===== src/design/cdq_pkg.sv =====
// Shared types, codes and constants for the circular deque unit.
package cdq_pkg;

    // Default number of words held in the circular store
    localparam int CDQ_DEPTH = 128;

    // Field widths
    localparam int WORD_W   = 32;
    localparam int MODE_W   = 3;
    localparam int STATUS_W = 2;
    localparam int COUNT_W  = 8;

    // Packed stream widths, padded to whole bytes
    localparam int S_DATA_W = 40;
    localparam int M_DATA_W = 112;

    // Request codes
    localparam logic [MODE_W-1:0] MODE_PUSH_FRONT = 3'd0;
    localparam logic [MODE_W-1:0] MODE_PUSH_BACK  = 3'd1;
    localparam logic [MODE_W-1:0] MODE_POP_FRONT  = 3'd2;
    localparam logic [MODE_W-1:0] MODE_POP_BACK   = 3'd3;
    localparam logic [MODE_W-1:0] MODE_QUERY      = 3'd4;

    // Result status codes
    localparam logic [STATUS_W-1:0] STAT_DONE  = 2'd0;
    localparam logic [STATUS_W-1:0] STAT_FULL  = 2'd1;
    localparam logic [STATUS_W-1:0] STAT_EMPTY = 2'd2;

    // Controller to datapath commands
    typedef struct packed {
        logic step;   // execute the request on the input bus
        logic fill;   // load the registered store read into the end cache
    } cdq_cmd_t;

    // Datapath to controller status
    typedef struct packed {
        logic needs_read;   // request on the input bus is a pop that refetches an end
    } cdq_stat_t;

endpackage


===== src/design/cdq_ctrl.sv =====
// Controller state machine: input acceptance, store refetch sequencing, output valid.
module cdq_ctrl (
    input  logic               aclk,
    input  logic               aresetn,
    input  logic               s_tvalid,
    output logic               s_tready,
    output logic               m_tvalid,
    input  logic               m_tready,
    input  cdq_pkg::cdq_stat_t stat,
    output cdq_pkg::cdq_cmd_t  cmd
);
    import cdq_pkg::*;

    typedef enum logic [1:0] {
        ST_IDLE = 2'b01,
        ST_FILL = 2'b10
    } state_t;

    state_t state_reg, state_next;
    logic   out_valid_reg, out_valid_next;
    logic   accept;

    // Take a request only when the output register is free or emptying now
    assign s_tready = (state_reg == ST_IDLE) && (!out_valid_reg || m_tready);
    assign accept   = s_tvalid && s_tready;
    assign m_tvalid = out_valid_reg;

    // Next state and output valid
    always_comb begin
        state_next     = state_reg;
        out_valid_next = out_valid_reg && !m_tready;
        cmd.step       = 1'b0;
        cmd.fill       = 1'b0;
        unique case (state_reg)
            ST_IDLE: begin
                if (accept) begin
                    cmd.step = 1'b1;
                    if (stat.needs_read) begin
                        state_next = ST_FILL;
                    end else begin
                        out_valid_next = 1'b1;
                    end
                end
            end
            ST_FILL: begin
                cmd.fill       = 1'b1;
                out_valid_next = 1'b1;
                state_next     = ST_IDLE;
            end
            default: begin
                state_next = ST_IDLE;
            end
        endcase
    end

    always_ff @(posedge aclk) begin
        if (!aresetn) begin
            state_reg     <= ST_IDLE;
            out_valid_reg <= 1'b0;
        end else begin
            state_reg     <= state_next;
            out_valid_reg <= out_valid_next;
        end
    end

    // The fill state always returns to idle on the next cycle
    a_fill_one_cycle: assert property (@(posedge aclk) disable iff (!aresetn)
        state_reg == ST_FILL |=> state_reg == ST_IDLE)
        else $error("fill state held longer than one cycle");

    // A refetch always ends in a presented result
    a_fill_presents: assert property (@(posedge aclk) disable iff (!aresetn)
        state_reg == ST_FILL |=> out_valid_reg)
        else $error("fill did not present a result");

    // No request is taken while a stalled result still occupies the output
    a_no_overrun: assert property (@(posedge aclk) disable iff (!aresetn)
        (out_valid_reg && !m_tready) |-> !s_tready)
        else $error("request accepted over a stalled result");

endmodule


===== src/design/cdq_datapath.sv =====
// Datapath: end pointers, word count, circular store, end caches and result register.
module cdq_datapath #(
    parameter int DEPTH = cdq_pkg::CDQ_DEPTH
) (
    input  logic                          aclk,
    input  logic                          aresetn,
    input  cdq_pkg::cdq_cmd_t             cmd,
    output cdq_pkg::cdq_stat_t            stat,
    input  logic [cdq_pkg::S_DATA_W-1:0]  s_tdata,
    output logic [cdq_pkg::M_DATA_W-1:0]  m_tdata
);
    import cdq_pkg::*;

    localparam int IDX_W = (DEPTH > 1) ? $clog2(DEPTH) : 1;
    localparam int CNT_W = $clog2(DEPTH + 1);
    localparam logic [IDX_W-1:0] LAST_IDX  = IDX_W'(DEPTH - 1);
    localparam logic [CNT_W-1:0] DEPTH_CNT = CNT_W'(DEPTH);
    localparam logic [CNT_W-1:0] ONE_CNT   = CNT_W'(1);

    // Input fields
    logic        [MODE_W-1:0] mode;
    logic signed [WORD_W-1:0] value;
    assign mode  = s_tdata[MODE_W-1:0];
    assign value = s_tdata[MODE_W +: WORD_W];

    // State
    logic        [IDX_W-1:0]    head_reg, head_next;
    logic        [IDX_W-1:0]    tail_reg, tail_next;
    logic        [CNT_W-1:0]    cnt_reg, cnt_next;
    logic signed [WORD_W-1:0]   front_reg, front_next;
    logic signed [WORD_W-1:0]   back_reg, back_next;
    logic                       fill_front_reg, fill_front_next;
    logic        [STATUS_W-1:0] status_reg, status_next;
    logic signed [WORD_W-1:0]   popped_reg, popped_next;

    // Store
    logic signed [WORD_W-1:0] mem [DEPTH];
    logic signed [WORD_W-1:0] rd_data_reg;
    logic                     wr_en, rd_en;
    logic        [IDX_W-1:0]  wr_addr, rd_addr;

    // Request decode and neighbor indexes
    logic             is_push, is_pop, at_front, is_empty, is_full, pop_ok;
    logic [IDX_W-1:0] head_inc, head_dec, tail_inc, tail_dec;

    always_comb begin
        is_push  = 1'b0;
        is_pop   = 1'b0;
        at_front = 1'b0;
        unique case (mode)
            MODE_PUSH_FRONT: begin
                is_push  = 1'b1;
                at_front = 1'b1;
            end
            MODE_PUSH_BACK: begin
                is_push = 1'b1;
            end
            MODE_POP_FRONT: begin
                is_pop   = 1'b1;
                at_front = 1'b1;
            end
            MODE_POP_BACK: begin
                is_pop = 1'b1;
            end
            default: begin
                // query and unused codes leave state alone
            end
        endcase
    end

    assign is_empty = (cnt_reg == '0);
    assign is_full  = (cnt_reg == DEPTH_CNT);
    assign pop_ok   = is_pop && !is_empty;
    assign head_inc = (head_reg == LAST_IDX) ? '0 : head_reg + IDX_W'(1);
    assign head_dec = (head_reg == '0) ? LAST_IDX : head_reg - IDX_W'(1);
    assign tail_inc = (tail_reg == LAST_IDX) ? '0 : tail_reg + IDX_W'(1);
    assign tail_dec = (tail_reg == '0) ? LAST_IDX : tail_reg - IDX_W'(1);

    // A pop that leaves words behind refetches the new end word
    assign stat.needs_read = pop_ok && (cnt_reg != ONE_CNT);

    // Step execution
    always_comb begin
        head_next       = head_reg;
        tail_next       = tail_reg;
        cnt_next        = cnt_reg;
        front_next      = front_reg;
        back_next       = back_reg;
        fill_front_next = fill_front_reg;
        status_next     = status_reg;
        popped_next     = popped_reg;
        wr_en           = 1'b0;
        wr_addr         = '0;
        rd_en           = 1'b0;
        rd_addr         = '0;

        if (cmd.step) begin
            status_next = STAT_DONE;
            popped_next = '0;
            if (is_push) begin
                if (is_full) begin
                    status_next = STAT_FULL;
                end else begin
                    wr_en    = 1'b1;
                    cnt_next = cnt_reg + ONE_CNT;
                    if (is_empty) begin
                        // first word sits at index zero and is both ends
                        head_next  = '0;
                        tail_next  = '0;
                        wr_addr    = '0;
                        front_next = value;
                        back_next  = value;
                    end else if (at_front) begin
                        head_next  = head_dec;
                        wr_addr    = head_dec;
                        front_next = value;
                    end else begin
                        tail_next = tail_inc;
                        wr_addr   = tail_inc;
                        back_next = value;
                    end
                end
            end else if (is_pop) begin
                if (is_empty) begin
                    status_next = STAT_EMPTY;
                end else begin
                    popped_next     = at_front ? front_reg : back_reg;
                    cnt_next        = cnt_reg - ONE_CNT;
                    fill_front_next = at_front;
                    if (cnt_reg == ONE_CNT) begin
                        // deque drains: pointers return to zero
                        head_next = '0;
                        tail_next = '0;
                    end else if (at_front) begin
                        head_next = head_inc;
                        rd_en     = 1'b1;
                        rd_addr   = head_inc;
                    end else begin
                        tail_next = tail_dec;
                        rd_en     = 1'b1;
                        rd_addr   = tail_dec;
                    end
                end
            end
        end

        // Load the refetched end word
        if (cmd.fill) begin
            if (fill_front_reg) begin
                front_next = rd_data_reg;
            end else begin
                back_next = rd_data_reg;
            end
        end
    end

    // Control state
    always_ff @(posedge aclk) begin
        if (!aresetn) begin
            head_reg <= '0;
            tail_reg <= '0;
            cnt_reg  <= '0;
        end else begin
            head_reg <= head_next;
            tail_reg <= tail_next;
            cnt_reg  <= cnt_next;
        end
    end

    // Payload registers
    always_ff @(posedge aclk) begin
        front_reg      <= front_next;
        back_reg       <= back_next;
        fill_front_reg <= fill_front_next;
        status_reg     <= status_next;
        popped_reg     <= popped_next;
    end

    // Circular store, one write and one registered read port
    always_ff @(posedge aclk) begin
        if (wr_en) begin
            mem[wr_addr] <= value;
        end
        if (rd_en) begin
            rd_data_reg <= mem[rd_addr];
        end
    end

    // Result packing; ends read as zero when nothing is held
    logic [CNT_W+COUNT_W-1:0] cnt_ext;
    logic signed [WORD_W-1:0] front_out, back_out;
    assign cnt_ext   = {{COUNT_W{1'b0}}, cnt_reg};
    assign front_out = is_empty ? '0 : front_reg;
    assign back_out  = is_empty ? '0 : back_reg;
    assign m_tdata   = {5'b0, cnt_ext[COUNT_W-1:0], is_empty, back_out, front_out,
                        popped_reg, status_reg};

    // Count never exceeds capacity
    a_cnt_range: assert property (@(posedge aclk) disable iff (!aresetn)
        cnt_reg <= DEPTH_CNT)
        else $error("word count above capacity");

    // Empty deque keeps both pointers at zero
    a_empty_ptrs: assert property (@(posedge aclk) disable iff (!aresetn)
        is_empty |-> (head_reg == '0 && tail_reg == '0))
        else $error("pointers off zero while empty");

    // A single held word is both ends
    a_single_ends: assert property (@(posedge aclk) disable iff (!aresetn)
        cnt_reg == ONE_CNT |-> head_reg == tail_reg)
        else $error("head and tail differ with one word held");

endmodule


===== src/design/circular_deque_unit.sv =====
// Circular deque unit: a double-ended queue of signed words held in an on-chip store.
//
// Request stream (s_): one transfer carries a mode (push front, push back, pop front,
// pop back, query) and a word to push. Result stream (m_): one transfer per request
// with a status, the popped word, the front and back words after the request, an
// empty flag and the word count. Pushes to a full deque and pops from an empty deque
// leave the contents unchanged and report it in the status.
// Pushes, queries and pops that empty the deque or find it empty go straight to the
// output register; a pop that leaves words behind also passes through a fill state,
// since the new end word is refetched through the store's registered read port.
// No request is taken during the fill state. The result sits in an output register;
// a new request is taken in the same cycle the previous result transfers. While the
// receiver stalls, the result holds and s_tready stays low.
// Reset (aresetn low, synchronous) empties the deque and drops any pending result;
// store contents are not cleared and need no sweep.
module circular_deque_unit #(
    parameter int DEPTH = cdq_pkg::CDQ_DEPTH
) (
    input  logic                          aclk,
    input  logic                          aresetn,
    // request: [2:0] mode, [34:3] value, [39:35] zero
    input  logic [cdq_pkg::S_DATA_W-1:0]  s_tdata,
    input  logic                          s_tvalid,
    output logic                          s_tready,
    // result: [1:0] status, [33:2] popped_value, [65:34] front_value,
    // [97:66] back_value, [98] is_empty, [106:99] count, [111:107] zero
    output logic [cdq_pkg::M_DATA_W-1:0]  m_tdata,
    output logic                          m_tvalid,
    input  logic                          m_tready
);
    import cdq_pkg::*;

    cdq_cmd_t  cmd;
    cdq_stat_t stat;

    cdq_ctrl u_ctrl (
        .aclk     (aclk),
        .aresetn  (aresetn),
        .s_tvalid (s_tvalid),
        .s_tready (s_tready),
        .m_tvalid (m_tvalid),
        .m_tready (m_tready),
        .stat     (stat),
        .cmd      (cmd)
    );

    cdq_datapath #(
        .DEPTH (DEPTH)
    ) u_datapath (
        .aclk    (aclk),
        .aresetn (aresetn),
        .cmd     (cmd),
        .stat    (stat),
        .s_tdata (s_tdata),
        .m_tdata (m_tdata)
    );

endmodule

===== config.mk =====
export PLATFORM = sky130hd
export DESIGN_NAME = circular_deque_unit
export DESIGN_NICKNAME = d
export VERILOG_FILES = /design/src/design/cdq_pkg.sv /design/src/design/cdq_ctrl.sv /design/src/design/cdq_datapath.sv /design/src/design/circular_deque_unit.sv
export SDC_FILE = /design/constraint.sdc
export NUM_CORES = 2
export LEC_CHECK = 0
export ABC_AREA = 1
export BUFFER_PORTS_ARGS = -buffer_cell sky130_fd_sc_hd__buf_2
export CAP_MARGIN = 40
export CORE_MARGIN = 10
export CORE_UTILIZATION = 45
export CTS_CLUSTER_DIAMETER = 30
export CTS_CLUSTER_SIZE = 25
export DETAILED_ROUTE_END_ITERATION = 6
export PLACE_DENSITY_LB_ADDON = 0.05
export REMOVE_ABC_BUFFERS = 1
export SYNTH_ARGS = -nofsm -noshare
export SYNTH_HDL_FRONTEND = slang
export SYNTH_SLANG_ARGS = --single-unit

===== constraint.sdc =====
create_clock -name aclk -period 4.57 [get_ports aclk]
set_input_delay 0.914 -clock aclk [delete_from_list [all_inputs] [get_ports aclk]]
set_output_delay 0.914 -clock aclk [all_outputs]
set_load 0.03 [all_outputs]

Yosys cells after proc, flatten, opt, wreduce, memory -nomap -nowiden
Memory sizes are Yosys's and may differ from the RTL's. A register that Yosys moved wholly into a read port is not among the register bits.
Cells that the tools add are included.
{ "word_totals": {"regBits": 124, "ramBits": 4096, "mem_count": 1, "elab_cells": 135, "rom_bits": 0, "latch_bits": 0} }
{ "mem_list": {"columns": ["memory", "words", "width", "rd", "rd_clocked_by_memory_dff", "write_ports", "line_no", "text"], "rows": [
  ["u_datapath.mem", 128, 32, 1, 1, 1, "cdq_datapath.sv:37", "logic signed [WORD_W-1:0] mem [DEPTH];"]
]} }
{ "op_classes": {"n_shift": 0, "div_mod_pow": 0, "n_addsub": 6, "mul": 0, "order_cmp": 0, "n_reduce_logical": 25, "muxes": 75, "eq_ne": 15, "bitwise": 3} }
{ "op_table": {"columns": ["op", "count"], "rows": [
  ["32-bit two-way mux", 17],
  ["7-bit two-way mux", 31],
  ["8-bit two-way mux", 4],
  ["1-bit two-way mux", 19],
  ["7-bit by 1-bit adder with 7-bit output, second input constant", 2],
  ["7-bit == test, second input constant", 2],
  ["7-bit logical NOT", 2],
  ["7-bit by 1-bit subtractor with 7-bit output, second input constant", 2],
  ["6-bit AND reduction", 2],
  ["8-bit by 1-bit adder with 8-bit output, second input constant", 1],
  ["8-bit by 1-bit == test with 1-bit output, second input constant", 1],
  ["8-bit == test, second input constant", 1],
  ["8-bit logical NOT", 1],
  ["8-bit by 1-bit != test with 1-bit output, second input constant", 1],
  ["4-bit AND reduction", 2],
  ["8-bit by 1-bit subtractor with 8-bit output, second input constant", 1],
  ["3-bit by 2-bit == test with 1-bit output, second input constant", 2],
  ["2-bit two-way mux", 3],
  ["3-bit != test, second input constant", 2],
  ["2-bit OR reduction", 3],
  ["1-bit logical AND", 5],
  ["2-bit AND reduction", 2],
  ["3-bit by 1-bit == test with 1-bit output, second input constant", 1],
  ["1-bit logical NOT", 3],
  ["other kinds (12)", 14]
]} }

Depth between registers and ports, before layout
{ "logic_depth": {"depth_word": 10, "ltp_mapped": 20, "depth_no_buf": 18} }

By module
A second synthesis with hierarchy kept.
{ "unflattened": {"cells_unflattened": 17503, "area_unflattened_um2": 183631.1} }
{ "modules_own_cells": {"columns": ["module", "seq_area_each_um2", "area_per_inst_um2", "instances", "cells_per_inst"], "rows": [
  ["cdq_datapath", 126731.5, 183442.2, 1, 17478],
  ["cdq_ctrl", 60.1, 188.9, 1, 25]
]} }

Worst setup path after synthesis
Ideal clock, no wire load.
{ "synth_timing": {"path_kind": "input to register", "from": "input m_tready", "to": "memory u_datapath.mem[88][0], enable pin", "t_arrival_ns": 4.491, "setup_slack_ns": -0.342, "stages": 12, "t_required_ns": 4.149, "setup_time_ns": 0.421, "cell_sequence": "inv_1 nand2_1 nand3_1 inv_1 nand3_1 inv_1 o21ai_0 nor3_1 inv_1 nor2_1 nand2_1 nor2_1"} }
{ "synth_rtl": {"columns": ["item", "line_no", "text"], "rows": [
  ["start, declared", "circular_deque_unit.sv:29", "input logic m_tready"],
  ["end, declared", "cdq_datapath.sv:37", null]
]} }

Final worst setup path
{ "layout_timing": {"from": "register u_datapath.cnt_reg[0]", "to": "output m_tdata[36] (netlist bit)"} }
{ "layout_via": {"elab_chain_len": 2} }
{ "layout_rtl": {"columns": ["item", "line_no", "text"], "rows": [
  ["start, declared", "cdq_datapath.sv:29", "logic [CNT_W-1:0] cnt_reg, cnt_next;"],
  ["start signal, assigned", "cdq_datapath.sv:166", "cnt_reg <= cnt_next;"],
  ["8-bit logical NOT", "cdq_datapath.sv:71", "assign is_empty = (cnt_reg == '0);"],
  ["32-bit two-way mux", "cdq_datapath.sv:193", "assign front_out = is_empty ? '0 : front_reg;"],
  ["end, declared", "circular_deque_unit.sv:27", "output logic [cdq_pkg::M_DATA_W-1:0] m_tdata,"]
]} }
No other way between the ends.

==> results.cfg <==
[clock_tree]
cts_num_sinks = 4252
tritoncts = done
cell_at_the_root_of_the_clock_tree = sky130_fd_sc_hd__clkbuf_16
cts_hold_repair.buffers = 0
clock_latency_ps = 1110
cts.clk_slew.worst_paths_ps = 40
cts_made_buffers = 886
ctsHtreeMaxLevel = 6
post_cts_resize_count = 5
post_cts_buffers = 0
number_of_buffers_on_the_longest_clock_path = 4

[final_layout]
largest_register_ff_count = 4096
layout-drive-gt1-share_pct = 15.9
post_layout_nonfiller_instances = 21100
layout-area-overhead-vs-synth_pct = 25.7
final_core_util_pct = 56.7
finish.net_count = 15400
final_non_filler_cell_area_um2 = 218000
regMostFlops = u_datapath.mem
mostFrequentLayoutCell = sky130_fd_sc_hd__nand3_1
commonest_cells_after_routing_fill_and_taps_aside = sky130_fd_sc_hd__nand3_1, sky130_fd_sc_hd__edfxtp_1, sky130_fd_sc_hd__nand2_1

[global_route]
grt_max_degree = 141
gr_overflow_total = 0
grt_usage_pct = 28.2
grt_first_pass_wirelength_mm = 859
via_count_of_the_first_global_routing_pass = 122000
grt_antenna_before_repair = 26

[sta]
final-max-slew-violation-count = 0
worst_hold_slack_ps = 108
hold_viol_final = 0
unrepaired_setup_endpoints_after_global_routing = false
setup-violations-final = 0
maxClockFrequency_ghz = 0.225
worst_pin_slew_ps = 1030
final_min_period_over_clock_period_pct = 97.5
max_slew_margin_pct = 31.2
min_period_ps = 4450
final.setup_skew_ps = 55.8

[floorplanning]
die_w_um = 641
std_cell_rows = 228
core_um2 = 385000
top_level_ports = 158
die_height_um = 641
die_area_um2 = 411000
initial_core_util_pct = 45.1

[setup_path]
crit_path_start = u_datapath.cnt_reg[0]
arrival_ps = 3540
reg2reg_setup_slack_ps = 350
cpMaxStageDelayCell = sky130_fd_sc_hd__nor2_2
path_max_fanout = 51
slowest_delay_ps = 500
worst_path_cell_chain = inv_1 > ha_1 > nand2_1 > nor2_4 > buf_4 > buf_6 > nor2_2 > buf_2
critical_path_buf_inv_count = 4
crit_family = buffers and inverters
timing.setup.critical_path_class = reg -> out
setup.worst_path.end_class = primary output
r2r-start = u_datapath.cnt_reg[4]
timing.rr.end = u_datapath.rd_data_reg[29]
worst_setup_path_start_kind = register
worstPathRequired_ps = 3660
length_in_cells_of_the_worst_reg_to_reg_path = 19

[power]
power_leakage_nw = 77.8
power.density_nw_per_um2 = 546
ir_drop_mv = 0.382
fin_total_pwr_mw = 119

[hold_path]
timing.hold.worst.class = in -> reg
hold_path_depth = 1
whs_endpoint = u_datapath.mem[22][0]
hp-start = s_tdata[3]

[placed_design]
gp_congestion = 0.913
portBuffers = 147
detailed_place_hpwl_mm = 341
placed_area_um2 = 188000
dp_cells = 19500

[synthesis]
syn_inst = 14500
dominantRegCellSynth = sky130_fd_sc_hd__edfxtp_1
average_footprint_of_a_synthesized_cell_um2 = 12.0
synth.lib_cells_used.distinct = 35
postSynthRegisterBits = 4252
postSynth.asyncResetShare_pct = 0
synth-seq-area-share_pct = 73.0
syn_area_um2 = 174000
synth-warning-count = 0
synth-edff-count = 4163

[routing]
antenna_left = 0
detail_route.wl_per_cell_um = 28.3
drc = 0
first_iter_violations = 14600
drt-pass1-iter-count = 6
drt-total-wl_mm = 598
post_drt_via_cell_ratio = 5.95
detailroute.via_count = 126000

[run_status]
run_status = finished, final reports clean

[flow_run]
drv.max_cap_violation_count = 0
layout make-up:
class	count	area, um2
diodes	10	25.0
clock buffers	1015	22900
clock inverters	644	7490
fillers	31400	167000
inverters	135	534
multi-input cells	9010	42700
flip-flops and latches	4252	127000
well taps	5060	6330
repair buffers	1013	11600
power breakdown:
part	internal, mW	switching [mW]	total (mW)
Clock	43.4	21.1	64.4
Combinational	2.95	8.08	11.0
Sequential	43.4	0.287	43.7
worst max path at each step:
| stage | end | slack (ps) | cells past startpoint |
|---|---|---|---|
| after global routing | m_tdata[36] | 70 | 8 |
| after global placement | u_datapath.rd_data_reg[0] | -110 | 18 |
| after CTS | m_tdata[67] | 90 | 8 |
| after detailed placement | u_datapath.rd_data_reg[0] | -70 | 18 |
| after floorplan | u_datapath.rd_data_reg[4] | -117720 | 15 |
| final | m_tdata[36] | 120 | 8 |
Yosys cell counts, types with 4 or more instances:
cell / n / area, um2
sky130_fd_sc_hd__nor2_1: 385 / 1450
sky130_fd_sc_hd__a31oi_1: 57 / 357
sky130_fd_sc_hd__o31ai_1: 4 / 30.0
sky130_fd_sc_hd__a211oi_1: 8 / 60.1
sky130_fd_sc_hd__inv_1: 129 / 484
sky130_fd_sc_hd__a21oi_1: 63 / 315
sky130_fd_sc_hd__xor2_1: 5 / 43.8
sky130_fd_sc_hd__nand3_1: 5713 / 28600
sky130_fd_sc_hd__edfxtp_1: 4163 / 125000
sky130_fd_sc_hd__dfxtp_1: 89 / 1780
sky130_fd_sc_hd__inv_2: 4 / 15.0
sky130_fd_sc_hd__nor3_1: 16 / 80.1
sky130_fd_sc_hd__o21ai_0: 78 / 390
sky130_fd_sc_hd__clkbuf_1: 569 / 2140
sky130_fd_sc_hd__buf_4: 11 / 82.6
sky130_fd_sc_hd__buf_1: 135 / 507
sky130_fd_sc_hd__buf_2: 430 / 2150
sky130_fd_sc_hd__nor2_2: 4 / 25.0
sky130_fd_sc_hd__ha_1: 10 / 125
sky130_fd_sc_hd__nand2_1: 2637 / 9900
per-layer routing:
layer | GRT usage (%) | up-vias | share of wire [%]
li1 | - | 55200 | -
met1 | 39.5 | 63400 | 41
met2 | 43.7 | 6234 | 45
met3 | 5.65 | 987 | 9.2
met4 | 10.9 | 10 | 4.0
met5 | 0 | - | 0.012
cell families after synthesis:
| logic type | synth area share (%) |
|---|---|
| AND/OR/NAND/NOR | 23.1 |
| flip-flops | 73.0 |
| buffers and inverters | 3.10 |
| AO/OA/AOI/OAI | 0.713 |
| adder cells (fa/ha/maj) | 0.0720 |
| XOR/XNOR | 0.0353 |
| other | 0.00216 |
worst reg2reg max path, cell delays in order, from the launching register on:
cell	delay [ps]
sky130_fd_sc_hd__dfxtp_1	360
sky130_fd_sc_hd__nor2_1	130
sky130_fd_sc_hd__nand2_1	170
sky130_fd_sc_hd__nor2_1	400
sky130_fd_sc_hd__nor2_1	110
sky130_fd_sc_hd__nand2_1	180
sky130_fd_sc_hd__nand2_8	110
sky130_fd_sc_hd__nand2_8	170
sky130_fd_sc_hd__buf_12	270
sky130_fd_sc_hd__buf_12	320
sky130_fd_sc_hd__buf_4	240
sky130_fd_sc_hd__nand2_1	60
sky130_fd_sc_hd__nand3_1	70
sky130_fd_sc_hd__nand3_1	70
sky130_fd_sc_hd__nand3_1	210
sky130_fd_sc_hd__nand3_1	290
sky130_fd_sc_hd__nand3_1	200
sky130_fd_sc_hd__buf_4	200
sky130_fd_sc_hd__nand3_1	380
sky130_fd_sc_hd__nand2_1	180
through the flow:
step | setup TNS [ps] | setup slack [ps]
2_1_floorplan | - | -117720
3_3_place_gp | -491 | -105
3_5_place_dp | -200 | -68.9
4_1_cts | 0 | 94.3
5_1_grt | 0 | 73.5
6_report | 0 | 116
Note: power is estimated with default switching activity, not from simulation.
